==> config.mk <==
export PLATFORM = sky130hd
export DESIGN_NAME = swipe_direction_decoder
export DESIGN_NICKNAME = d
export VERILOG_FILES = /design/src/rtl/sdd_pkg.sv /design/src/rtl/sdd_front.sv /design/src/rtl/sdd_job_queue.sv /design/src/rtl/sdd_div.sv /design/src/rtl/sdd_back.sv /design/src/rtl/swipe_direction_decoder.sv
export SDC_FILE = /design/constraint.sdc
export NUM_CORES = 1
export LEC_CHECK = 0
export ABC_AREA = 0
export BUFFER_PORTS_ARGS = -buffer_cell sky130_fd_sc_hd__buf_2
export CORE_ASPECT_RATIO = 0.7
export CORE_MARGIN = 5
export CORE_UTILIZATION = 68
export DETAILED_ROUTE_END_ITERATION = 8
export GPL_TIMING_DRIVEN = 0
export HOLD_SLACK_MARGIN = 0.06
export PLACE_DENSITY_LB_ADDON = 0.2
export RECOVER_POWER = 25
export SLEW_MARGIN = 20
export SYNTH_ARGS = -nofsm -noshare
export SYNTH_HDL_FRONTEND = slang
export SYNTH_HIERARCHICAL = 1
export SYNTH_SLANG_ARGS = --single-unit
==> constraint.sdc <==
create_clock -name clk -period 13.45 [get_ports clk]
set_clock_uncertainty 0.05 [all_clocks]
set_input_delay 2.69 -clock clk [delete_from_list [all_inputs] [get_ports clk]]
set_output_delay 2.69 -clock clk [all_outputs]
set_load 0.02 [all_outputs]
==> src/rtl/sdd_pkg.sv <==
// Shared types and constants of the swipe direction decoder.
`timescale 1ns / 1ps

package sdd_pkg;

  localparam int LEVEL_W    = 8;
  localparam int THR_W      = 7;
  localparam int DIR_W      = 3;
  localparam int DIVIDEND_W = 15;
  localparam int DIVISOR_W  = 9;
  localparam int QUOT_W     = 7;
  localparam int ASYM_W     = 8;

  localparam logic [LEVEL_W-1:0] LEVEL_SATURATED = 8'd255;
  localparam logic [6:0]         PERCENT_SCALE   = 7'd100;
  localparam logic [THR_W-1:0]   THR_RESET       = 7'd30;
  localparam logic [LEVEL_W-1:0] MIN_LEVEL_RESET = 8'd30;

  localparam logic CFG_THRESHOLD = 1'b0;
  localparam logic CFG_MIN_LEVEL = 1'b1;

  localparam logic [DIR_W-1:0] DIR_NONE  = 3'd0;
  localparam logic [DIR_W-1:0] DIR_UP    = 3'd1;
  localparam logic [DIR_W-1:0] DIR_DOWN  = 3'd2;
  localparam logic [DIR_W-1:0] DIR_LEFT  = 3'd3;
  localparam logic [DIR_W-1:0] DIR_RIGHT = 3'd4;

  typedef struct packed {
    logic [LEVEL_W-1:0] up;
    logic [LEVEL_W-1:0] down;
    logic [LEVEL_W-1:0] left;
    logic [LEVEL_W-1:0] right;
  } sample_t;

  typedef struct packed {
    sample_t first;
    sample_t latest;
    logic    enough;
  } job_t;

  typedef struct packed {
    logic                  start;
    logic [DIVIDEND_W-1:0] dividend;
    logic [DIVISOR_W-1:0]  divisor;
  } div_req_t;

  typedef struct packed {
    logic              busy;
    logic              done;
    logic [QUOT_W-1:0] quotient;
  } div_rsp_t;

endpackage

==> src/rtl/sdd_front.sv <==
// Sample qualification and first/latest capture; emits one job per gesture.
`timescale 1ns / 1ps

module sdd_front (
  input  logic                         clk,
  input  logic                         rst_n,
  input  logic                         accept,
  input  logic [sdd_pkg::LEVEL_W-1:0]  up_level,
  input  logic [sdd_pkg::LEVEL_W-1:0]  down_level,
  input  logic [sdd_pkg::LEVEL_W-1:0]  left_level,
  input  logic [sdd_pkg::LEVEL_W-1:0]  right_level,
  input  logic                         end_of_gesture,
  input  logic [sdd_pkg::LEVEL_W-1:0]  min_level,
  output logic                         job_push,
  output sdd_pkg::job_t                job
);

  sdd_pkg::sample_t first_r, first_nxt;
  sdd_pkg::sample_t latest_r, latest_nxt;
  logic [1:0]       seen_r, seen_nxt;
  logic             sample_ok;

  always_comb begin
    sample_ok = !(up_level == sdd_pkg::LEVEL_SATURATED ||
                  down_level == sdd_pkg::LEVEL_SATURATED ||
                  left_level == sdd_pkg::LEVEL_SATURATED ||
                  right_level == sdd_pkg::LEVEL_SATURATED) &&
                up_level >= min_level && down_level >= min_level &&
                left_level >= min_level && right_level >= min_level;

    first_nxt  = first_r;
    latest_nxt = latest_r;
    seen_nxt   = seen_r;
    if (sample_ok) begin
      if (seen_r == 2'd0) begin
        first_nxt = '{up_level, down_level, left_level, right_level};
      end
      latest_nxt = '{up_level, down_level, left_level, right_level};
      if (seen_r != 2'd2) begin
        seen_nxt = seen_r + 2'd1;
      end
    end

    job_push   = accept && end_of_gesture;
    job.first  = first_nxt;
    job.latest = latest_nxt;
    job.enough = (seen_nxt == 2'd2);
  end

  always_ff @(posedge clk) begin
    if (!rst_n) begin
      seen_r <= 2'd0;
    end else if (accept) begin
      seen_r <= end_of_gesture ? 2'd0 : seen_nxt;
    end
  end

  // The kept samples are only read once the count says they are valid.
  always_ff @(posedge clk) begin
    if (accept) begin
      first_r  <= first_nxt;
      latest_r <= latest_nxt;
    end
  end

endmodule

==> src/rtl/sdd_job_queue.sv <==
// Short queue of gesture jobs between the front and the back.
`timescale 1ns / 1ps

module sdd_job_queue #(
  parameter int DEPTH = 2
) (
  input  logic          clk,
  input  logic          rst_n,
  input  logic          push,
  input  sdd_pkg::job_t push_job,
  input  logic          pop,
  output sdd_pkg::job_t pop_job,
  output logic          full,
  output logic          empty
);

  localparam int PTR_W = $clog2(DEPTH);
  localparam int CNT_W = $clog2(DEPTH + 1);
  localparam logic [PTR_W-1:0] LAST_PTR = PTR_W'(DEPTH - 1);
  localparam logic [CNT_W-1:0] FULL_CNT = CNT_W'(DEPTH);

  sdd_pkg::job_t    store_r [DEPTH];
  logic [PTR_W-1:0] wr_ptr_r, wr_ptr_nxt;
  logic [PTR_W-1:0] rd_ptr_r, rd_ptr_nxt;
  logic [CNT_W-1:0] count_r, count_nxt;
  logic             do_push, do_pop;

  assign full    = (count_r == FULL_CNT);
  assign empty   = (count_r == '0);
  assign do_push = push && !full;
  assign do_pop  = pop && !empty;
  assign pop_job = store_r[rd_ptr_r];

  always_comb begin
    wr_ptr_nxt = wr_ptr_r;
    rd_ptr_nxt = rd_ptr_r;
    count_nxt  = count_r;
    if (do_push) begin
      wr_ptr_nxt = (wr_ptr_r == LAST_PTR) ? '0 : wr_ptr_r + PTR_W'(1);
    end
    if (do_pop) begin
      rd_ptr_nxt = (rd_ptr_r == LAST_PTR) ? '0 : rd_ptr_r + PTR_W'(1);
    end
    if (do_push && !do_pop) begin
      count_nxt = count_r + CNT_W'(1);
    end else if (do_pop && !do_push) begin
      count_nxt = count_r - CNT_W'(1);
    end
  end

  always_ff @(posedge clk) begin
    if (!rst_n) begin
      wr_ptr_r <= '0;
      rd_ptr_r <= '0;
      count_r  <= '0;
    end else begin
      wr_ptr_r <= wr_ptr_nxt;
      rd_ptr_r <= rd_ptr_nxt;
      count_r  <= count_nxt;
    end
  end

  always_ff @(posedge clk) begin
    if (do_push) begin
      store_r[wr_ptr_r] <= push_job;
    end
  end

  a_count_bound: assert property (@(posedge clk) disable iff (!rst_n)
    count_r <= FULL_CNT)
    else $error("job queue count beyond depth");
  a_count_step: assert property (@(posedge clk) disable iff (!rst_n)
    (do_push && !do_pop) |=> count_r == $past(count_r) + CNT_W'(1))
    else $error("job queue count did not follow a push");
  a_ptr_gap: assert property (@(posedge clk) disable iff (!rst_n)
    (empty || full) |-> wr_ptr_r == rd_ptr_r)
    else $error("job queue pointers disagree with count");

endmodule

==> src/rtl/sdd_div.sv <==
// Restoring divider, one quotient bit per cycle.
`timescale 1ns / 1ps

module sdd_div (
  input  logic              clk,
  input  logic              rst_n,
  input  sdd_pkg::div_req_t req,
  output sdd_pkg::div_rsp_t rsp
);

  localparam int STEPS = sdd_pkg::DIVIDEND_W;
  localparam int CNT_W = $clog2(STEPS);
  localparam logic [CNT_W-1:0] LAST_STEP = CNT_W'(STEPS - 1);

  logic                           busy_r, busy_nxt;
  logic                           done_r, done_nxt;
  logic [CNT_W-1:0]               cnt_r, cnt_nxt;
  logic [sdd_pkg::DIVISOR_W-1:0]  rem_r, rem_nxt;
  logic [sdd_pkg::DIVIDEND_W-1:0] q_r, q_nxt;
  logic [sdd_pkg::DIVISOR_W-1:0]  divisor_r, divisor_nxt;
  logic [sdd_pkg::DIVISOR_W:0]    trial;

  always_comb begin
    busy_nxt    = busy_r;
    done_nxt    = 1'b0;
    cnt_nxt     = cnt_r;
    rem_nxt     = rem_r;
    q_nxt       = q_r;
    divisor_nxt = divisor_r;
    trial       = {rem_r, q_r[sdd_pkg::DIVIDEND_W-1]};
    if (req.start && !busy_r) begin
      busy_nxt    = 1'b1;
      cnt_nxt     = '0;
      rem_nxt     = '0;
      q_nxt       = req.dividend;
      divisor_nxt = req.divisor;
    end else if (busy_r) begin
      // The remainder stays below the divisor, so the difference fits.
      if (trial >= {1'b0, divisor_r}) begin
        rem_nxt = sdd_pkg::DIVISOR_W'(trial - {1'b0, divisor_r});
        q_nxt   = {q_r[sdd_pkg::DIVIDEND_W-2:0], 1'b1};
      end else begin
        rem_nxt = trial[sdd_pkg::DIVISOR_W-1:0];
        q_nxt   = {q_r[sdd_pkg::DIVIDEND_W-2:0], 1'b0};
      end
      cnt_nxt = cnt_r + CNT_W'(1);
      if (cnt_r == LAST_STEP) begin
        busy_nxt = 1'b0;
        done_nxt = 1'b1;
      end
    end
  end

  always_ff @(posedge clk) begin
    if (!rst_n) begin
      busy_r <= 1'b0;
      done_r <= 1'b0;
    end else begin
      busy_r <= busy_nxt;
      done_r <= done_nxt;
    end
  end

  always_ff @(posedge clk) begin
    cnt_r     <= cnt_nxt;
    rem_r     <= rem_nxt;
    q_r       <= q_nxt;
    divisor_r <= divisor_nxt;
  end

  assign rsp.busy     = busy_r;
  assign rsp.done     = done_r;
  assign rsp.quotient = q_r[sdd_pkg::QUOT_W-1:0];

endmodule

==> src/rtl/sdd_back.sv <==
// Per-gesture sequencer: up to four asymmetry divisions, the decision and the result register.
`timescale 1ns / 1ps

module sdd_back (
  input  logic                        clk,
  input  logic                        rst_n,
  input  logic                        job_empty,
  input  sdd_pkg::job_t               job,
  output logic                        job_pop,
  input  logic [sdd_pkg::THR_W-1:0]   threshold,
  output sdd_pkg::div_req_t           div_req,
  input  sdd_pkg::div_rsp_t           div_rsp,
  input  logic                        out_pop,
  output logic                        out_empty,
  output logic [sdd_pkg::DIR_W-1:0]   out_direction
);

  localparam logic [2:0] S_IDLE   = 3'd0;
  localparam logic [2:0] S_LOAD   = 3'd1;
  localparam logic [2:0] S_WAIT   = 3'd2;
  localparam logic [2:0] S_DECIDE = 3'd3;
  localparam logic [2:0] S_OUT    = 3'd4;

  localparam logic [1:0] AX_ZERO  = 2'd0;
  localparam logic [1:0] AX_PLUS  = 2'd1;
  localparam logic [1:0] AX_MINUS = 2'd2;

  localparam int DW = sdd_pkg::ASYM_W + 1;

  logic [2:0]                    state_r, state_nxt;
  logic [1:0]                    k_r, k_nxt;
  sdd_pkg::job_t                 job_r;
  logic signed [sdd_pkg::ASYM_W-1:0] asym_r [4];
  logic                          neg_r, neg_nxt;
  logic [sdd_pkg::DIR_W-1:0]     dir_r, dir_nxt;
  logic                          out_valid_r;
  logic [sdd_pkg::DIR_W-1:0]     out_dir_r;

  logic [sdd_pkg::LEVEL_W-1:0]   op_a, op_b, mag;
  logic [sdd_pkg::DIVISOR_W-1:0] sum;
  logic                          asym_we;
  logic signed [sdd_pkg::ASYM_W-1:0] asym_val, q_ext;
  logic                          out_load;

  logic signed [DW-1:0] d_ud, d_lr, t_pos, t_neg;
  logic [DW-1:0]        abs_ud, abs_lr;
  logic [1:0]           s_ud, s_lr;
  logic [sdd_pkg::DIR_W-1:0] dir_dec;

  // Operand order: first sample up/down, first left/right, then the latest sample.
  always_comb begin
    case (k_r)
      2'd0: begin op_a = job_r.first.up;    op_b = job_r.first.down;   end
      2'd1: begin op_a = job_r.first.left;  op_b = job_r.first.right;  end
      2'd2: begin op_a = job_r.latest.up;   op_b = job_r.latest.down;  end
      default: begin op_a = job_r.latest.left; op_b = job_r.latest.right; end
    endcase
    mag = (op_a >= op_b) ? op_a - op_b : op_b - op_a;
    sum = {1'b0, op_a} + {1'b0, op_b};
  end

  assign div_req.dividend = sdd_pkg::DIVIDEND_W'({7'd0, mag}) *
                            sdd_pkg::DIVIDEND_W'(sdd_pkg::PERCENT_SCALE);
  assign div_req.divisor  = sum;
  assign div_req.start    = (state_r == S_LOAD) && (sum != '0);

  assign q_ext = {1'b0, div_rsp.quotient};

  // Axis decision on the differences of the stored asymmetries.
  always_comb begin
    d_ud   = DW'({asym_r[2][sdd_pkg::ASYM_W-1], asym_r[2]} -
                 {asym_r[0][sdd_pkg::ASYM_W-1], asym_r[0]});
    d_lr   = DW'({asym_r[3][sdd_pkg::ASYM_W-1], asym_r[3]} -
                 {asym_r[1][sdd_pkg::ASYM_W-1], asym_r[1]});
    t_pos  = {2'b00, threshold};
    t_neg  = -t_pos;
    abs_ud = d_ud[DW-1] ? DW'(-d_ud) : d_ud;
    abs_lr = d_lr[DW-1] ? DW'(-d_lr) : d_lr;
    s_ud = (d_ud >= t_pos) ? AX_PLUS : ((d_ud <= t_neg) ? AX_MINUS : AX_ZERO);
    s_lr = (d_lr >= t_pos) ? AX_PLUS : ((d_lr <= t_neg) ? AX_MINUS : AX_ZERO);
    if (s_ud == AX_MINUS && s_lr == AX_ZERO) begin
      dir_dec = sdd_pkg::DIR_UP;
    end else if (s_ud == AX_PLUS && s_lr == AX_ZERO) begin
      dir_dec = sdd_pkg::DIR_DOWN;
    end else if (s_ud == AX_ZERO && s_lr == AX_MINUS) begin
      dir_dec = sdd_pkg::DIR_LEFT;
    end else if (s_ud == AX_ZERO && s_lr == AX_PLUS) begin
      dir_dec = sdd_pkg::DIR_RIGHT;
    end else if (abs_ud > abs_lr) begin
      dir_dec = (s_ud == AX_MINUS) ? sdd_pkg::DIR_UP : sdd_pkg::DIR_DOWN;
    end else begin
      dir_dec = (s_lr == AX_MINUS) ? sdd_pkg::DIR_LEFT : sdd_pkg::DIR_RIGHT;
    end
  end

  always_comb begin
    state_nxt = state_r;
    k_nxt     = k_r;
    neg_nxt   = neg_r;
    dir_nxt   = dir_r;
    job_pop   = 1'b0;
    asym_we   = 1'b0;
    asym_val  = '0;
    out_load  = 1'b0;
    case (state_r)
      S_IDLE: begin
        if (!job_empty) begin
          job_pop = 1'b1;
          k_nxt   = 2'd0;
          if (job.enough) begin
            state_nxt = S_LOAD;
          end else begin
            dir_nxt   = sdd_pkg::DIR_NONE;
            state_nxt = S_OUT;
          end
        end
      end
      S_LOAD: begin
        neg_nxt = (op_a < op_b);
        if (sum == '0) begin
          // Both channels dark: the asymmetry counts as zero.
          asym_we   = 1'b1;
          k_nxt     = k_r + 2'd1;
          state_nxt = (k_r == 2'd3) ? S_DECIDE : S_LOAD;
        end else begin
          state_nxt = S_WAIT;
        end
      end
      S_WAIT: begin
        if (div_rsp.done) begin
          asym_we   = 1'b1;
          asym_val  = neg_r ? sdd_pkg::ASYM_W'(-q_ext) : q_ext;
          k_nxt     = k_r + 2'd1;
          state_nxt = (k_r == 2'd3) ? S_DECIDE : S_LOAD;
        end
      end
      S_DECIDE: begin
        dir_nxt   = dir_dec;
        state_nxt = S_OUT;
      end
      S_OUT: begin
        if (!out_valid_r || out_pop) begin
          out_load  = 1'b1;
          state_nxt = S_IDLE;
        end
      end
      default: begin
        state_nxt = S_IDLE;
      end
    endcase
  end

  always_ff @(posedge clk) begin
    if (!rst_n) begin
      state_r     <= S_IDLE;
      out_valid_r <= 1'b0;
    end else begin
      state_r <= state_nxt;
      if (out_load) begin
        out_valid_r <= 1'b1;
      end else if (out_pop) begin
        out_valid_r <= 1'b0;
      end
    end
  end

  always_ff @(posedge clk) begin
    k_r   <= k_nxt;
    neg_r <= neg_nxt;
    dir_r <= dir_nxt;
    if (job_pop) begin
      job_r <= job;
    end
    if (asym_we) begin
      asym_r[k_r] <= asym_val;
    end
    if (out_load) begin
      out_dir_r <= dir_r;
    end
  end

  assign out_empty     = !out_valid_r;
  assign out_direction = out_dir_r;

  a_wait_div: assert property (@(posedge clk) disable iff (!rst_n)
    (state_r == S_WAIT) |-> (div_rsp.busy || div_rsp.done))
    else $error("waiting on a divider that is not running");
  a_start_idle: assert property (@(posedge clk) disable iff (!rst_n)
    div_req.start |-> !div_rsp.busy)
    else $error("divider started while busy");
  a_decide_after_last: assert property (@(posedge clk) disable iff (!rst_n)
    (state_r == S_DECIDE) |-> $past(k_r) == 2'd3)
    else $error("decision before all four asymmetries");
  a_dir_range: assert property (@(posedge clk) disable iff (!rst_n)
    out_valid_r |-> out_dir_r <= sdd_pkg::DIR_RIGHT)
    else $error("direction code out of range");

endmodule

==> src/rtl/swipe_direction_decoder.sv <==
// Top level: configuration registers, front, job queue, divider and back.
// Samples are taken one per clock; an item is held only while the job queue is full.
// The direction of a gesture is set by up to four 15-step divisions in one shared divider;
// with fewer than two valid samples no division runs and the direction is none.
// The back decodes one gesture at a time; JOB_DEPTH end marks can wait in the job queue.
// Reset (synchronous, rst_n low) sets threshold and minimum level to 30 and clears control state only.
`timescale 1ns / 1ps

module swipe_direction_decoder #(
  parameter int JOB_DEPTH = 2
) (
  input  logic                        clk,
  input  logic                        rst_n,
  input  logic                        in_push,
  output logic                        in_full,
  input  logic [sdd_pkg::LEVEL_W-1:0] in_up_level,
  input  logic [sdd_pkg::LEVEL_W-1:0] in_down_level,
  input  logic [sdd_pkg::LEVEL_W-1:0] in_left_level,
  input  logic [sdd_pkg::LEVEL_W-1:0] in_right_level,
  input  logic                        in_end_of_gesture,
  output logic                        out_empty,
  input  logic                        out_pop,
  output logic [sdd_pkg::DIR_W-1:0]   out_direction,
  input  logic                        cfg_valid,
  output logic                        cfg_ready,
  input  logic                        cfg_index,
  input  logic [sdd_pkg::LEVEL_W-1:0] cfg_data
);

  logic [sdd_pkg::THR_W-1:0]   threshold_r;
  logic [sdd_pkg::LEVEL_W-1:0] min_level_r;
  logic                        accept;
  logic                        job_push, job_pop, job_empty;
  sdd_pkg::job_t               push_job, pop_job;
  sdd_pkg::div_req_t           div_req;
  sdd_pkg::div_rsp_t           div_rsp;

  assign cfg_ready = 1'b1;
  assign accept    = in_push && !in_full;

  always_ff @(posedge clk) begin
    if (!rst_n) begin
      threshold_r <= sdd_pkg::THR_RESET;
      min_level_r <= sdd_pkg::MIN_LEVEL_RESET;
    end else if (cfg_valid) begin
      case (cfg_index)
        sdd_pkg::CFG_THRESHOLD: threshold_r <= cfg_data[sdd_pkg::THR_W-1:0];
        sdd_pkg::CFG_MIN_LEVEL: min_level_r <= cfg_data;
        default: begin
        end
      endcase
    end
  end

  sdd_front u_front (
    .clk            (clk),
    .rst_n          (rst_n),
    .accept         (accept),
    .up_level       (in_up_level),
    .down_level     (in_down_level),
    .left_level     (in_left_level),
    .right_level    (in_right_level),
    .end_of_gesture (in_end_of_gesture),
    .min_level      (min_level_r),
    .job_push       (job_push),
    .job            (push_job)
  );

  sdd_job_queue #(
    .DEPTH (JOB_DEPTH)
  ) u_queue (
    .clk      (clk),
    .rst_n    (rst_n),
    .push     (job_push),
    .push_job (push_job),
    .pop      (job_pop),
    .pop_job  (pop_job),
    .full     (in_full),
    .empty    (job_empty)
  );

  sdd_div u_div (
    .clk   (clk),
    .rst_n (rst_n),
    .req   (div_req),
    .rsp   (div_rsp)
  );

  sdd_back u_back (
    .clk           (clk),
    .rst_n         (rst_n),
    .job_empty     (job_empty),
    .job           (pop_job),
    .job_pop       (job_pop),
    .threshold     (threshold_r),
    .div_req       (div_req),
    .div_rsp       (div_rsp),
    .out_pop       (out_pop),
    .out_empty     (out_empty),
    .out_direction (out_direction)
  );

endmodule

==> reports/metrics.csv <==
metric,value,unit
die height,151,um
Longest Clk Path Bufs,3,
GRT overflow,0,
RSZ-0062 raised after global routing,false,
CP Launch Type,flip-flop,
CTS tree,yes,
Mapped Area,19300,um^2
Post-route DRC,0,
antenna violations before repair,0,
final WL,43700,um
CTS Sinks,364,
# IOs,53,
GRT Util Overall,27.8,%
nets,1818,
PortBufs,51,
Max-Cap Viols,0,
CP Class,reg2reg,
Wirelength per Cell,21.9,um
initial detailed-routing violation count,1129,
share of post-route cells with drive strength above 1,19.4,%
Worst path most repeated cell,ha_1,
largest stage delay on the critical path,0.70,ns
Worst slew margin,28.7,%
Vias/cell,6.20,
"commonest non-fill, non-tap cell in the layout",edfxtp_1,
Mapped Cells,1491,
Die Wd,211,um
Fill cells,1693,
fin crit share,59.0,%
Syn Area/Cell,13.0,um^2
largest net degree at the start of global routing,44,
GPL Wtd Cong,0.900,
design area,21400,um^2
CP max-delay cell,clkbuf_1,
Final Hold Violating Endpoints,0,
die area,31900,um^2
Diodes inserted,0,
1st-pass router iterations,5,
CP Max Fanout,10,
hold buffer count at CTS,0,
Final setup violation count,0,
Slew Limit Fails,0,
number of global-route vias before repair,12500,
H-tree depth,2,
area post-placement,20300,um^2
Worst Path Required,13.69,ns
Util after Layout,76.7,%
area growth from synthesis to layout,10.8,%
Setup TNS,0,ns
Post-CTS Setup Repair Bufs,0,
routed vias,12400,
post-DP HPWL,31300,um
Clock Latency Late Sink,0.54,ns
"commonest non-fill, non-tap cells in the layout","edfxtp_1 (323), ha_1 (162), mux2_2 (149)",
CP Capture Type,flip-flop,
Root Buffer Master,clkbuf_16,
Synth Warn #,6,
Least-Margin Pin Slew,1.05,ns
first-pass GRT wire length,68700,um
"CTS clk-pin slew, worst paths",0.06,ns
core area,27900,um^2
row count,51,
Tmin final,7.94,ns
crit path DAT,8.17,ns
status,"finished, final reports clean",
Fmax,0.126,GHz
initial core utilization,69.3,%
post-cts resize count,0,
DRT antenna net count,0,
Hold Crit Class,reg2reg,
WHS,0.373,ns
Num CTS Buffers,35,
==> worst max-delay path: cells and delay by family (launching register included) <==
family	cells	cell delay [ns]
adders and majority gates	6	1.93
buffers and inverters	6	1.80
AOI/OAI and AO/OA	6	1.40
muxes	3	0.85
and+or+nand+nor	4	0.66
xor gates and xnor gates	2	0.54
DFF	1	0.44
==> layer usage <==
metal / vias up / global-route usage [%] / wire [um]
met2: 519 / 43.8 / 20100
li1: 5731 / - / -
met4: 0 / 7.79 / 1080
met5: - / 0 / 0
met1: 6064 / 40.8 / 19000
met3: 72 / 4.70 / 3480
==> path summary, 6_finish.rpt <==
path,start,end,slack [ns],depth (start not counted)
hold / removal,u_back/dir_r[2],u_back/out_direction[2],0.37,0
hold reg to reg,u_back/dir_r[2],u_back/out_direction[2],0.37,0
setup / recovery,u_back/k_r[1],u_div/q_r[14],5.51,27
setup reg to reg,u_back/k_r[1],u_div/q_r[14],5.51,27
==> through the flow <==
| stage | setup WS [ns] | instances |
|---|---|---|
| 6_report | 5.51 | 1997 |
| 5_1_grt | 5.19 | 1997 |
| 4_1_cts | 5.69 | 1997 |
| 3_5_place_dp | 5.80 | 1934 |
| 3_3_place_gp | 0.479 | 1914 |
| 2_1_floorplan | 4.21 | 1492 |
==> sequential cells by signal, indices dropped and copies added (netlist names), 2 cells and up, named ones only <==
signal	cells
min_level_r	8
u_queue/store_r	130
u_back/k_r	2
u_front/first_r	32
u_div/divisor_r	9
u_back/out_direction	3
u_queue/count_r	2
threshold_r	7
u_div/q_r	15
u_back/asym_r	32
u_front/seen_r	2
u_back/state_r	3
u_div/cnt_r	4
u_front/latest_r	32
u_back/job_r	64
u_back/dir_r	3
u_div/rem_r	9
==> cell type report <==
class                      count  area, um^2  share of cell area [%]
sequential                   364       10500                    49.2
multi-input combinational    944        7950                    37.2
clock buffer                  41         898                    4.20
inverter                     129         484                    2.26
timing repair buffer          71         465                    2.18
tap                          371         464                    2.17
buffer                        55         350                    1.64
clock inverter                22         256                    1.20
Power is not shown: default switching activity piles up to over one toggle a cycle in this logic, so the estimate is an artifact.
